==> config.mk <==
export PLATFORM = sky130hd
export DESIGN_NAME = phlm_ctrl
export DESIGN_NICKNAME = d
export VERILOG_FILES = /design/src/rtl/phlm_pkg.sv /design/src/rtl/phlm_ctrl.sv
export SDC_FILE = /design/constraint.sdc
export NUM_CORES = 1
export LEC_CHECK = 0
export BUFFER_PORTS_ARGS = -buffer_cell sky130_fd_sc_hd__buf_4
export CAP_MARGIN = 20
export CORE_UTILIZATION = 25
export DETAILED_ROUTE_END_ITERATION = 10
export PLACE_DENSITY_LB_ADDON = 0.2
export SYNTH_ARGS = -nofsm -noshare
export SYNTH_HDL_FRONTEND = slang
export SYNTH_SLANG_ARGS = --single-unit
==> constraint.sdc <==
create_clock -name clk -period 2.27 [get_ports clk]
set_input_delay 0.681 -clock clk [delete_from_list [all_inputs] [get_ports clk]]
set_output_delay 0.681 -clock clk [all_outputs]
set_load 0.01 [all_outputs]
==> src/rtl/phlm_pkg.sv <==
// Shared types, constants and control records of the peak hold level meter.
package phlm_pkg;

  localparam int CHANNELS  = 64;
  localparam int CH_W      = 6;
  localparam int DB_W      = 16;
  localparam int MS_W      = 16;
  localparam int RATE_W    = 16;
  localparam int ACT_W     = 7;
  localparam int CFG_IDX_W = 3;
  localparam int CFG_DAT_W = 16;

  localparam logic signed [DB_W-1:0] RST_FLOOR      = -16'sd15360;
  localparam logic [RATE_W-1:0]      RST_LEVEL_RATE = 16'd3932;
  localparam logic [RATE_W-1:0]      RST_PEAK_RATE  = 16'd786;
  localparam logic [MS_W-1:0]        RST_HOLD_TIME  = 16'd1500;
  localparam logic [ACT_W-1:0]       RST_ACTIVE     = 7'd2;

  typedef enum logic [1:0] {
    MODE_DECAY   = 2'd0,
    MODE_OBSERVE = 2'd1,
    MODE_CLEAR   = 2'd2,
    MODE_UNUSED  = 2'd3
  } mode_t;

  typedef enum logic [CFG_IDX_W-1:0] {
    CFG_FLOOR      = 3'd0,
    CFG_LEVEL_RATE = 3'd1,
    CFG_PEAK_RATE  = 3'd2,
    CFG_HOLD_TIME  = 3'd3,
    CFG_ACTIVE     = 3'd4
  } cfg_reg_t;

  typedef enum logic [1:0] {
    ST_IDLE  = 2'd0,
    ST_READ  = 2'd1,
    ST_MULT  = 2'd2,
    ST_WRITE = 2'd3
  } state_t;

  typedef struct packed {
    logic            load;
    logic            rd;
    logic            mul;
    logic            wr;
    logic [CH_W-1:0] ch;
    logic            last;
  } ctrl_cmd_t;

  typedef struct packed {
    logic            out_free;
    logic [CH_W-1:0] last_ch;
  } dp_status_t;

endpackage

==> src/rtl/phlm_ctrl.sv <==
// Controller that sequences the read, multiply and write steps of every channel.
module phlm_ctrl import phlm_pkg::*; (
  input  logic            clk,
  input  logic            rst_n,
  input  logic            in_valid,
  input  logic [1:0]      in_mode,
  input  logic [CH_W-1:0] in_channel,
  output logic            in_ready,
  input  dp_status_t      status,
  output ctrl_cmd_t       cmd
);

  state_t          state_r, state_nxt;
  logic [CH_W-1:0] ch_r, ch_nxt;
  logic [CH_W-1:0] last_r, last_nxt;

  always_ff @(posedge clk) begin
    if (!rst_n) begin
      state_r <= ST_IDLE;
      ch_r    <= '0;
      last_r  <= '0;
    end else begin
      state_r <= state_nxt;
      ch_r    <= ch_nxt;
      last_r  <= last_nxt;
    end
  end

  always_comb begin
    state_nxt = state_r;
    ch_nxt    = ch_r;
    last_nxt  = last_r;
    case (state_r)
      ST_IDLE: begin
        if (in_valid) begin
          case (mode_t'(in_mode))
            MODE_OBSERVE: begin
              ch_nxt    = in_channel;
              last_nxt  = in_channel;
              state_nxt = ST_READ;
            end
            MODE_DECAY, MODE_CLEAR: begin
              ch_nxt    = '0;
              last_nxt  = status.last_ch;
              state_nxt = ST_READ;
            end
            default: state_nxt = ST_IDLE;
          endcase
        end
      end
      ST_READ:  state_nxt = ST_MULT;
      ST_MULT:  state_nxt = ST_WRITE;
      ST_WRITE: begin
        if (status.out_free) begin
          if (ch_r == last_r) begin
            state_nxt = ST_IDLE;
          end else begin
            ch_nxt    = ch_r + 1'b1;
            state_nxt = ST_READ;
          end
        end
      end
      default: state_nxt = ST_IDLE;
    endcase
  end

  always_comb begin
    in_ready = (state_r == ST_IDLE);
    cmd.load = (state_r == ST_IDLE) && in_valid;
    cmd.rd   = (state_r == ST_READ);
    cmd.mul  = (state_r == ST_MULT);
    cmd.wr   = (state_r == ST_WRITE) && status.out_free;
    cmd.ch   = ch_r;
    cmd.last = (ch_r == last_r);
  end

endmodule

==> flow_summary.yaml <==
worst_setup_path:
  critPathArrivalTime_ns: 1.41
  critPathMaxFanout: 5
  endpoint_kind: "output port"
  criticalPathCategory: "flop to output port"
  required_ns: 1.59
  cp-start-kind: "flop"
routing:
  vias: 906
  drc: 0
  ant_nets: 0
  routed_wl_mm: 2.357
  dr.first_iter.drc_count: 38
  vias_per_cell: 4.670
  wl_per_cell_um: 12.15
  dr.pass1.iters: 4
clock_tree:
  clk_pin_slew_ns: 0.06
  worstSkewPairLatency_ns: 0.24
  cts_root_buffer: "clkbuf_8"
  htree_levels: 1
  cts_buffer_depth: 2
  cts_setup_buffers: 0
  ctsHoldBuffers: 0
  clock-sinks: 14
  cts_resized: 0
  cts_tree: "yes"
  numCtsBuffers: 3
die:
  initial_utilization: 0.2591
  core-area_um2: 3661
  io_pins: 30
  die_h_um: 63.59
  num_rows: 22
  die_area_um2: 4044
  die_width_um: 63.59
layout:
  fillers: 401
  final_layout_size_suffix_gt1_frac: 0.2877
  nNetsFinal: 171
  area_delta_synth_final_pct: 36.54
  antennaDiodeCount: 0
timing:
  setup_viol: 0
  rsz0062_at_grt: "no"
  fin_crit_sh: 0.9190
  clock_skew_ns: 0.0004742
  worst_pin_slew_ns: 0.4076
  hold_viol: 0
  min_period_ns: 2.086
  maxSlewHeadroom: 0.7280
  final.setup.tns_ns: 0
  slew_violations: 0
  max_freq_ghz: 0.4793
logic_synthesis:
  syn_area_um2: 948.4
  yosys_warnings: 0
  synthCells: 113
  synth-seq-area-share: 0.2955
  synth-seq-cells: 14
  synth.distinct_cells: 33
  synth-main-ff-cell: "dfxtp_1"
  synth-async-reset-ratio: 0
  synth_area_per_cell_um2: 8.393
  synth_edf_count: 0
  synth_fp_nets: 137
pwr:
  peakVddDrop_mv: 0.3747
  p_leak_nw: 0.5985
  p_sw_uw: 576.0
  power.density_nw_per_um2: 1105
  power_mw: 1.431
  p_clk_frac: 0.171
  p_int_uw: 855.1
  switching_share: 0.4025
  p_seq_frac: 0.285
  power.share.combinational: 0.544
flow_run:
  drv_cap: 0
placement:
  place_congestion: 0.7691
  portBuffers: 29
  dp.final_hpwl_mm: 1.888
grt:
  grt-ovfl-total: 0
  grt_start_max_net_pins: 16
  grt_pass1_vias: 910
  grtUsageTotal: 0.1348
  antenna_found_initial: 0
  grt_pass1_wl_mm: 4.257
min_path:
  hold_path.class: "flop to flop"
status:
  status: "finished, final reports clean"
path summary, 6_finish.rpt:
kind,endpoint,cells after the start,slack [ns],from
setup / recovery,cmd[0],5,0.18,ch_r[4]$_SDFFE_PN0P_
hold / removal,last_r[1]$_SDFFE_PN0P_,2,0.51,last_r[1]$_SDFFE_PN0P_
setup reg to reg,ch_r[2]$_SDFFE_PN0P_,7,0.48,state_r[0]$_SDFFE_PN0P_
hold reg to reg,last_r[1]$_SDFFE_PN0P_,2,0.51,last_r[1]$_SDFFE_PN0P_
flip-flops by register name (all words and copies together) (netlist names):
signal,cells
ch_r,6
last_r,6
state_r,2
power groups by stage:
stage	logic [mW]	clock network (mW)	registers (mW)
2_1_floorplan	0.512	0	0.405
3_3_place_gp	0.769	0	0.409
3_5_place_dp	0.785	0	0.414
4_1_cts	0.787	0.255	0.408
5_1_grt	0.863	0.272	0.422
6_report	0.779	0.245	0.407
worst max-delay path, stage by stage (launching register included):
cell and delay (ns):
dfxtp_1 0.42, xor2_1 0.13, nor4_4 0.31, nand2_1 0.11, inv_1 0.07, buf_4 0.11
layout make-up:
type | count | area, µm² | share of cell area
Timing Repair Buffer | 33 | 247.7 | 0.1913
Multi-Input combinational cell | 88 | 625.6 | 0.4831
Tap cell | 48 | 60.06 | 0.04638
Clock buffer | 4 | 55.05 | 0.04251
Inverter | 7 | 26.28 | 0.02029
Sequential cell | 14 | 280.3 | 0.2164
cells in the mapped netlist (all sizes together) (2+ instances only):
cell     n  share of area
nor3     2          0.011
a211oi   6          0.058
inv      7          0.028
dfxtp   14           0.30
a21boi   3          0.036
and3     2          0.013
and2     2          0.013
nor2    12          0.047
a21oi    8          0.042
a311oi   3          0.028
o22ai    2          0.013
ha       6          0.079
nand2b   6          0.040
nand2    8          0.032
xor2     7          0.065
clkbuf   3          0.012
o21ai    4          0.025
mux2i    4          0.042
a31o     2          0.018
nand3    3          0.016
cell usage in the layout (no fill, tap or decap), types with 3 or more instances in the layout:
cell type / netlist / routed
inv_1: 7 / 7
a311oi_1: 3 / 3
nand3_1: 3 / 3
clkbuf_8: 0 / 4
dfxtp_1: 14 / 14
nand2_1: 8 / 8
ha_1: 6 / 6
mux2i_1: 4 / 4
xor2_1: 7 / 7
a21oi_1: 8 / 8
nand2b_1: 6 / 6
nor2_1: 12 / 12
buf_4: 0 / 33
a211oi_1: 4 / 4
routing by layer:
layer | vias up | wire length [µm] | GRT usage
met2 | 22 | 1119 | 0.2101
met3 | 2 | 111 | 0.03442
met4 | 0 | 14 | 0.06818
met5 | - | 0 | 0
met1 | 414 | 1111 | 0.1694
li1 | 468 | - | -
kinds of logic (layout without fill, tap and decap cells):
logic type	after synthesis	after routing	synth area share
flops	14	14	0.2955
fa+ha+maj	6	6	0.07915
xor+xnor	7	7	0.06465
buf+inv	11	44	0.04485
mux	4	4	0.04222
simple gates	38	38	0.2098
compound gates	33	33	0.2639
through the flow:
step / std cells / hold WS, ns / util / instance area [µm²] / setup slack, ns
floorplan: 113 / 0.4798 / - / 948.4 / 0.4593
global placement: 190 / 0.5018 / 0.3387 / 1240 / 0.2002
detailed placement: 190 / 0.5046 / 0.3387 / 1240 / 0.1728
CTS: 194 / 0.5130 / 0.3537 / 1295 / 0.1623
global route: 194 / 0.5364 / 0.3537 / 1295 / 0.06954
finish: 194 / 0.5089 / 0.3537 / 1295 / 0.1838
No activity file was read; power rests on OpenSTA's default activity.
