`src/rtl/phlm_pkg.sv`:
```
// Shared types, constants and control records of the peak hold level meter.
package phlm_pkg;

  localparam int CHANNELS  = 64;
  localparam int CH_W      = 6;
  localparam int DB_W      = 16;
  localparam int MS_W      = 16;
  localparam int RATE_W    = 16;
  localparam int ACT_W     = 7;
  localparam int CFG_IDX_W = 3;
  localparam int CFG_DAT_W = 16;

  localparam logic signed [DB_W-1:0] RST_FLOOR      = -16'sd15360;
  localparam logic [RATE_W-1:0]      RST_LEVEL_RATE = 16'd3932;
  localparam logic [RATE_W-1:0]      RST_PEAK_RATE  = 16'd786;
  localparam logic [MS_W-1:0]        RST_HOLD_TIME  = 16'd1500;
  localparam logic [ACT_W-1:0]       RST_ACTIVE     = 7'd2;

  typedef enum logic [1:0] {
    MODE_DECAY   = 2'd0,
    MODE_OBSERVE = 2'd1,
    MODE_CLEAR   = 2'd2,
    MODE_UNUSED  = 2'd3
  } mode_t;

  typedef enum logic [CFG_IDX_W-1:0] {
    CFG_FLOOR      = 3'd0,
    CFG_LEVEL_RATE = 3'd1,
    CFG_PEAK_RATE  = 3'd2,
    CFG_HOLD_TIME  = 3'd3,
    CFG_ACTIVE     = 3'd4
  } cfg_reg_t;

  typedef enum logic [1:0] {
    ST_IDLE  = 2'd0,
    ST_READ  = 2'd1,
    ST_MULT  = 2'd2,
    ST_WRITE = 2'd3
  } state_t;

  typedef struct packed {
    logic            load;
    logic            rd;
    logic            mul;
    logic            wr;
    logic [CH_W-1:0] ch;
    logic            last;
  } ctrl_cmd_t;

  typedef struct packed {
    logic            out_free;
    logic [CH_W-1:0] last_ch;
  } dp_status_t;

endpackage

```
`src/rtl/phlm_dp.sv`:
```
// Datapath: configuration registers, channel state memory, rate multipliers and result register.
module phlm_dp import phlm_pkg::*; (
  input  logic                   clk,
  input  logic                   rst_n,
  input  logic                   cfg_valid,
  input  logic [CFG_IDX_W-1:0]   cfg_index,
  input  logic [CFG_DAT_W-1:0]   cfg_data,
  input  logic [1:0]             in_mode,
  input  logic signed [DB_W-1:0] in_level_db,
  input  logic [MS_W-1:0]        in_time_ms,
  input  ctrl_cmd_t              cmd,
  output dp_status_t             status,
  input  logic                   out_ready,
  output logic                   out_valid,
  output logic [CH_W-1:0]        out_channel_index,
  output logic signed [DB_W-1:0] out_level,
  output logic signed [DB_W-1:0] out_peak,
  output logic [MS_W-1:0]        out_hold,
  output logic                   out_last
);

  localparam int ENTRY_W = 2 * DB_W + MS_W;
  localparam int WIDE_W  = 26;
  localparam int PROD_W  = RATE_W + MS_W;

  function automatic logic signed [DB_W-1:0] sat_floor(
    input logic signed [WIDE_W-1:0] v,
    input logic signed [DB_W-1:0]   f
  );
    logic signed [WIDE_W-1:0] f_w;
    f_w = {{(WIDE_W-DB_W){f[DB_W-1]}}, f};
    if (v < f_w) return f;
    else return v[DB_W-1:0];
  endfunction

  function automatic logic signed [WIDE_W-1:0] widen(input logic signed [DB_W-1:0] v);
    return {{(WIDE_W-DB_W){v[DB_W-1]}}, v};
  endfunction

  logic signed [DB_W-1:0] floor_r;
  logic [RATE_W-1:0]      lrate_r, prate_r;
  logic [MS_W-1:0]        hold_time_r;
  logic [ACT_W-1:0]       act_r;

  mode_t                  mode_r;
  logic signed [DB_W-1:0] db_r, db_nxt;
  logic [MS_W-1:0]        t_r;

  logic [ENTRY_W-1:0]     mem [CHANNELS];
  logic [CHANNELS-1:0]    valid_r;
  logic [ENTRY_W-1:0]     mem_q_r;
  logic                   vld_q_r;

  logic [PROD_W-1:0]      prod_l_r, prod_p_r;

  logic                   out_valid_r;
  logic [CH_W-1:0]        out_ch_r;
  logic signed [DB_W-1:0] out_lvl_r, out_pk_r;
  logic [MS_W-1:0]        out_hold_r;
  logic                   out_last_r;

  logic signed [DB_W-1:0] eff_floor;
  logic signed [DB_W-1:0] lvl, pk;
  logic [MS_W-1:0]        hold, over, left;
  logic signed [WIDE_W-1:0] fall_l, fall_p, cand, held, pk_w;
  logic signed [DB_W-1:0] cand_s;
  logic signed [DB_W-1:0] new_lvl, new_pk;
  logic [MS_W-1:0]        new_hold;

  // A positive floor acts as a floor of 0.
  assign eff_floor = (!floor_r[DB_W-1] && (floor_r != '0)) ? '0 : floor_r;

  always_comb begin
    if (act_r == '0) status.last_ch = '0;
    else if (act_r[ACT_W-1]) status.last_ch = '1;
    else status.last_ch = act_r[CH_W-1:0] - 1'b1;
    status.out_free = !out_valid_r || out_ready;
  end

  always_ff @(posedge clk) begin
    if (!rst_n) begin
      floor_r     <= RST_FLOOR;
      lrate_r     <= RST_LEVEL_RATE;
      prate_r     <= RST_PEAK_RATE;
      hold_time_r <= RST_HOLD_TIME;
      act_r       <= RST_ACTIVE;
    end else if (cfg_valid) begin
      case (cfg_reg_t'(cfg_index))
        CFG_FLOOR:      floor_r     <= cfg_data;
        CFG_LEVEL_RATE: lrate_r     <= cfg_data;
        CFG_PEAK_RATE:  prate_r     <= cfg_data;
        CFG_HOLD_TIME:  hold_time_r <= cfg_data;
        CFG_ACTIVE:     act_r       <= cfg_data[ACT_W-1:0];
        default: ;
      endcase
    end
  end

  always_comb begin
    db_nxt = in_level_db;
    if (db_nxt < eff_floor) db_nxt = eff_floor;
    if (db_nxt > 16'sd0) db_nxt = '0;
  end

  always_ff @(posedge clk) begin
    if (cmd.load) begin
      mode_r <= mode_t'(in_mode);
      db_r   <= db_nxt;
      t_r    <= in_time_ms;
    end
  end

  // Entries never written read as the reset state of a channel.
  always_ff @(posedge clk) begin
    if (!rst_n) begin
      valid_r <= '0;
    end else if (cmd.wr) begin
      valid_r[cmd.ch] <= 1'b1;
    end
  end

  always_ff @(posedge clk) begin
    if (cmd.wr) begin
      mem[cmd.ch] <= {new_lvl, new_pk, new_hold};
    end
    if (cmd.rd) begin
      mem_q_r <= mem[cmd.ch];
      vld_q_r <= valid_r[cmd.ch];
    end
  end

  always_comb begin
    if (vld_q_r) begin
      {lvl, pk, hold} = mem_q_r;
    end else begin
      lvl  = RST_FLOOR;
      pk   = RST_FLOOR;
      hold = '0;
    end
  end

  always_comb begin
    if (mode_r == MODE_OBSERVE) over = (t_r > hold_time_r) ? t_r - hold_time_r : '0;
    else over = (t_r > hold) ? t_r - hold : '0;
  end

  always_ff @(posedge clk) begin
    if (cmd.mul) begin
      prod_l_r <= PROD_W'(lrate_r) * PROD_W'(t_r);
      prod_p_r <= PROD_W'(prate_r) * PROD_W'(over);
    end
  end

  always_comb begin
    fall_l   = {2'b00, prod_l_r[PROD_W-1:8]};
    fall_p   = {2'b00, prod_p_r[PROD_W-1:8]};
    pk_w     = widen(pk);
    left     = (hold_time_r > t_r) ? hold_time_r - t_r : '0;
    cand     = widen(db_r) - fall_l;
    cand_s   = sat_floor(cand, eff_floor);
    held     = widen(db_r) - fall_p;
    new_lvl  = lvl;
    new_pk   = pk;
    new_hold = hold;
    case (mode_r)
      MODE_OBSERVE: begin
        if (cand_s > lvl) new_lvl = cand_s;
        if ((held >= pk_w) && (db_r > eff_floor)) begin
          if (held > pk_w) new_hold = left;
          else if (left > hold) new_hold = left;
          new_pk = sat_floor(held, eff_floor);
        end
      end
      MODE_DECAY: begin
        new_lvl  = sat_floor(widen(lvl) - fall_l, eff_floor);
        new_pk   = sat_floor(pk_w - fall_p, eff_floor);
        new_hold = (hold > t_r) ? hold - t_r : '0;
      end
      MODE_CLEAR: begin
        new_lvl  = eff_floor;
        new_pk   = eff_floor;
        new_hold = '0;
      end
      default: ;
    endcase
  end

  always_ff @(posedge clk) begin
    if (!rst_n) begin
      out_valid_r <= 1'b0;
    end else if (cmd.wr) begin
      out_valid_r <= 1'b1;
    end else if (out_ready) begin
      out_valid_r <= 1'b0;
    end
  end

  always_ff @(posedge clk) begin
    if (cmd.wr) begin
      out_ch_r   <= cmd.ch;
      out_lvl_r  <= new_lvl;
      out_pk_r   <= new_pk;
      out_hold_r <= new_hold;
      out_last_r <= cmd.last;
    end
  end

  assign out_valid         = out_valid_r;
  assign out_channel_index = out_ch_r;
  assign out_level         = out_lvl_r;
  assign out_peak          = out_pk_r;
  assign out_hold          = out_hold_r;
  assign out_last          = out_last_r;

endmodule

```
`config.mk`:
```
export PLATFORM = sky130hd
export DESIGN_NAME = phlm_dp
export DESIGN_NICKNAME = d
export VERILOG_FILES = /design/src/rtl/phlm_pkg.sv /design/src/rtl/phlm_dp.sv
export SDC_FILE = /design/constraint.sdc
export NUM_CORES = 2
export LEC_CHECK = 0
export BUFFER_PORTS_ARGS = -buffer_cell sky130_fd_sc_hd__buf_2
export CAP_MARGIN = 0
export CORE_ASPECT_RATIO = 1.4
export CORE_MARGIN = 2
export CORE_UTILIZATION = 40
export CTS_CLUSTER_DIAMETER = 100
export DETAILED_ROUTE_END_ITERATION = 7
export PLACE_DENSITY = 0.62
export SYNTH_ARGS = -nofsm -noshare
export SYNTH_HDL_FRONTEND = slang
export SYNTH_SLANG_ARGS = --single-unit
export TNS_END_PERCENT = 50
```
`constraint.sdc`:
```
create_clock -name clk -period 19.9 [get_ports clk]
set_input_delay 0.995 -clock clk [delete_from_list [all_inputs] [get_ports clk]]
set_output_delay 0.995 -clock clk [all_outputs]
set_load 0.05 [all_outputs]
```
==> impl_metrics.py <==
metrics = {
    "drt": {
        "wl_per_cell_um": 33.9,
        "drtIter0Drc": 13027,
        "dr_total_vias": 98606,
        "dr.pass1.iters": 6,
        "via_per_inst": 6.27,
        "route.detailed.drc": 0,
        "wl_um": 533000,
        "ant_nets": 0,
    },
    "synthesis": {
        "post-synth-top-count-cell": "edfxtp_1",
        "ys.warnings.count": 0,
        "synthCells": 10269,
        "seq_area_frac_synth_pct": 66.5,
        "synth_cell_types": 91,
        "ys_top_cells_by_area": "edfxtp_1, fa_1, a22oi_1",
        "async_flop_share_pct": 0,
        "synth_commonest_cells": "edfxtp_1, a22oi_1, inv_1, nand2_1, ha_1",
        "syn-mean-instance-area_um2": 14.7,
        "netlist_area_um2": 151000,
        "yosysTopAreaCell": "edfxtp_1",
        "synth-seq-cells": 3394,
        "synth-main-ff-cell": "edfxtp_1",
        "synth_top_area_share_pct": 64.7,
        "synth_fp_nets": 11287,
        "synth_edf_count": 3258,
    },
    "place": {
        "routabilityCongestion": 0.943,
        "dp_hpwl_um": 323000,
        "dp_cells": 15108,
        "portBuffers": 130,
        "pre_cts_slack_ns": 10.13,
        "place_area_um2": 159000,
    },
    "global_routing": {
        "grt_pass1_vias": 96897,
        "antenna_found_initial": 37,
        "grtUsageTotal_pct": 27.3,
        "grt_first_pass_wirelength_um": 740000,
        "grt_max_degree": 118,
        "overflow": 0,
    },
    "timing": {
        "whs_ns": 0.188,
        "hold_viol": 0,
        "final_max_slew_viol_count": 0,
        "clock_skew_ns": 0.0829,
        "min_period_ns": 9.83,
        "finalSetupViolations": 0,
        "fin_setup_tns_ns": 0,
        "rsz0062_at_grt": "false",
        "fmax_ghz": 0.102,
        "fin_crit_sh_pct": 49.4,
        "finalWorstSetupSlack_ns": 10.07,
        "timing_worst_slew_pin_value_ns": 1.47,
        "slew_headroom_pct": 1.03,
    },
    "power": {
        "power.density_nw_per_um2": 126,
        "total_power_mw": 21.4,
        "worst_ir_drop_vdd_mv": 0.438,
        "power.leakage_nw": 58.7,
    },
    "die": {
        "die-area_um2": 383000,
        "coreArea_um2": 377000,
        "fp.dieH_um": 731,
        "fp.dieW_um": 524,
        "start_util_pct": 40.1,
        "rows": 267,
        "io_pins": 131,
    },
    "finish": {
        "nets": 11479,
        "final_cell_area_um2": 170000,
        "finalNonFillerCells": 15733,
        "utilization_pct": 45.1,
        "fillers": 32879,
        "layout-drive-gt1-share_pct": 10.2,
        "area_growth_pct": 12.3,
    },
    "critical_path": {
        "worst_path_max_delay_cell": "a22o_1",
        "cp_max_fo": 48,
        "end_kind": "flop",
        "startpoint_type": "flop",
        "cp.arrival_ns": 10.59,
        "worstSetupPathType": "flop to flop",
        "max_stage_delay_ns": 0.65,
        "required_ns": 20.66,
        "regToRegSetupSlack_ns": 10.07,
    },
    "min_path": {
        "min_path_type": "input port to flop",
    },
    "clock_tree": {
        "cts_buffers": 327,
        "max-clock-path-buffers": 4,
        "htree_levels": 5,
        "cts-resized-gates": 0,
        "ctsHoldBuffers": 0,
        "clock_latency_ns": 1.00,
        "clk_pin_slew_ns": 0.06,
        "post_cts_buffers": 0,
        "root_buffer": "clkbuf_16",
        "numClockSinks": 3394,
        "tritoncts": "yes",
    },
    "outcome": {
        "status": "finished, violations left",
        "violations": "capacitance limit",
    },
    "flow_run": {
        "maxCapViolCount": 1,
    },
}
[flip-flops by register name, summed over array words and instances (netlist names)]
signal / flops
vld_q_r: 1
prod_l_r: 24
db_r: 16
floor_r: 16
out_hold: 16
mem: 3072
valid_r: 64
out_peak: 16
hold_time_r: 16
prod_p_r: 24
mem_q_r: 48
mode_r: 2
t_r: 16
prate_r: 16
out_last: 1
lrate_r: 16
out_channel_index: 6
out_level: 16
out_valid: 1
act_r: 7
[power by group]
group          switching, mW  internal [mW]
Clock                   2.74           3.36
Sequential             0.106           8.60
Combinational           4.61           1.95
[cell families (layout without fill, tap and decap cells)]
family / after synthesis / in the layout / synth area share, %
compound gates: 2847 / 2847 / 13.9
xor+xnor: 167 / 167 / 0.968
fa+ha+maj: 950 / 950 / 9.82
buf+inv: 1245 / 1687 / 3.11
flops: 3394 / 3394 / 66.5
mux: 74 / 74 / 0.506
other cells: 0 / 46 / 0
simple gates: 1592 / 1592 / 5.15
[final timing paths]
check / startpoint / end / cells past startpoint
min: cmd[0] / out_last$_DFFE_PP_ / 1
max reg2reg: vld_q_r$_DFFE_PP_ / prod_p_r[30]$_DFFE_PP_ / 33
min reg2reg: valid_r[42]$_SDFFE_PN0P_ / valid_r[42]$_SDFFE_PN0P_ / 1
max: vld_q_r$_DFFE_PP_ / prod_p_r[30]$_DFFE_PP_ / 33
[layout by cell type, fill, tap and decap left out, types with 61 or more instances in the layout]
master	synthesis	layout
nand4_1	128	128
nor3_1	66	61
a22oi_1	968	967
buf_4	0	298
and2_1	175	175
inv_1	667	667
dfxtp_1	136	136
a31oi_1	329	329
xnor2_1	129	129
nor4_1	64	64
a21oi_1	270	259
a221oi_1	308	308
edfxtp_1	3258	3258
ha_1	556	556
clkbuf_1	474	65
buf_2	22	127
nor2_4	0	65
a21o_1	137	136
nor2_1	222	156
o21ai_0	118	115
nand3_1	98	97
o21a_1	99	99
nor2b_1	98	98
nand2_1	603	602
fa_1	394	394
clkbuf_16	0	340
a22o_1	320	320
[critical path, delay by kind of cell, from the launching register on]
family                   cells  cell delay, ns
AO/OA/AOI/OAI               12            3.57
AND/OR/NAND/NOR              3            0.56
XOR/XNOR                     1            0.14
buffers and inverters        8            1.00
adder cells (fa/ha/maj)      9            3.99
flip-flops                   1            0.32
[routing by layer]
metal	track usage, %	wire (µm)	up-vias
met5	0	154	-
met4	15.0	34700	24
met3	4.84	51500	1300
met2	46.2	260000	6114
met1	32.9	187000	50785
li1	-	-	40383
[area by class of cell]
type                    count  area (µm²)  share of cell area (%)
flip-flops and latches   3394      101000                    59.2
multi-input cells        5630       47000                    27.7
clock buffers             409        8800                    5.18
well taps                4976        6230                    3.67
repair buffers            439        3150                    1.86
inverters                 669        2510                    1.48
clock inverters           170        1450                   0.852
diodes                     46         115                  0.0678
No activity file was read; power rests on OpenSTA's default activity.
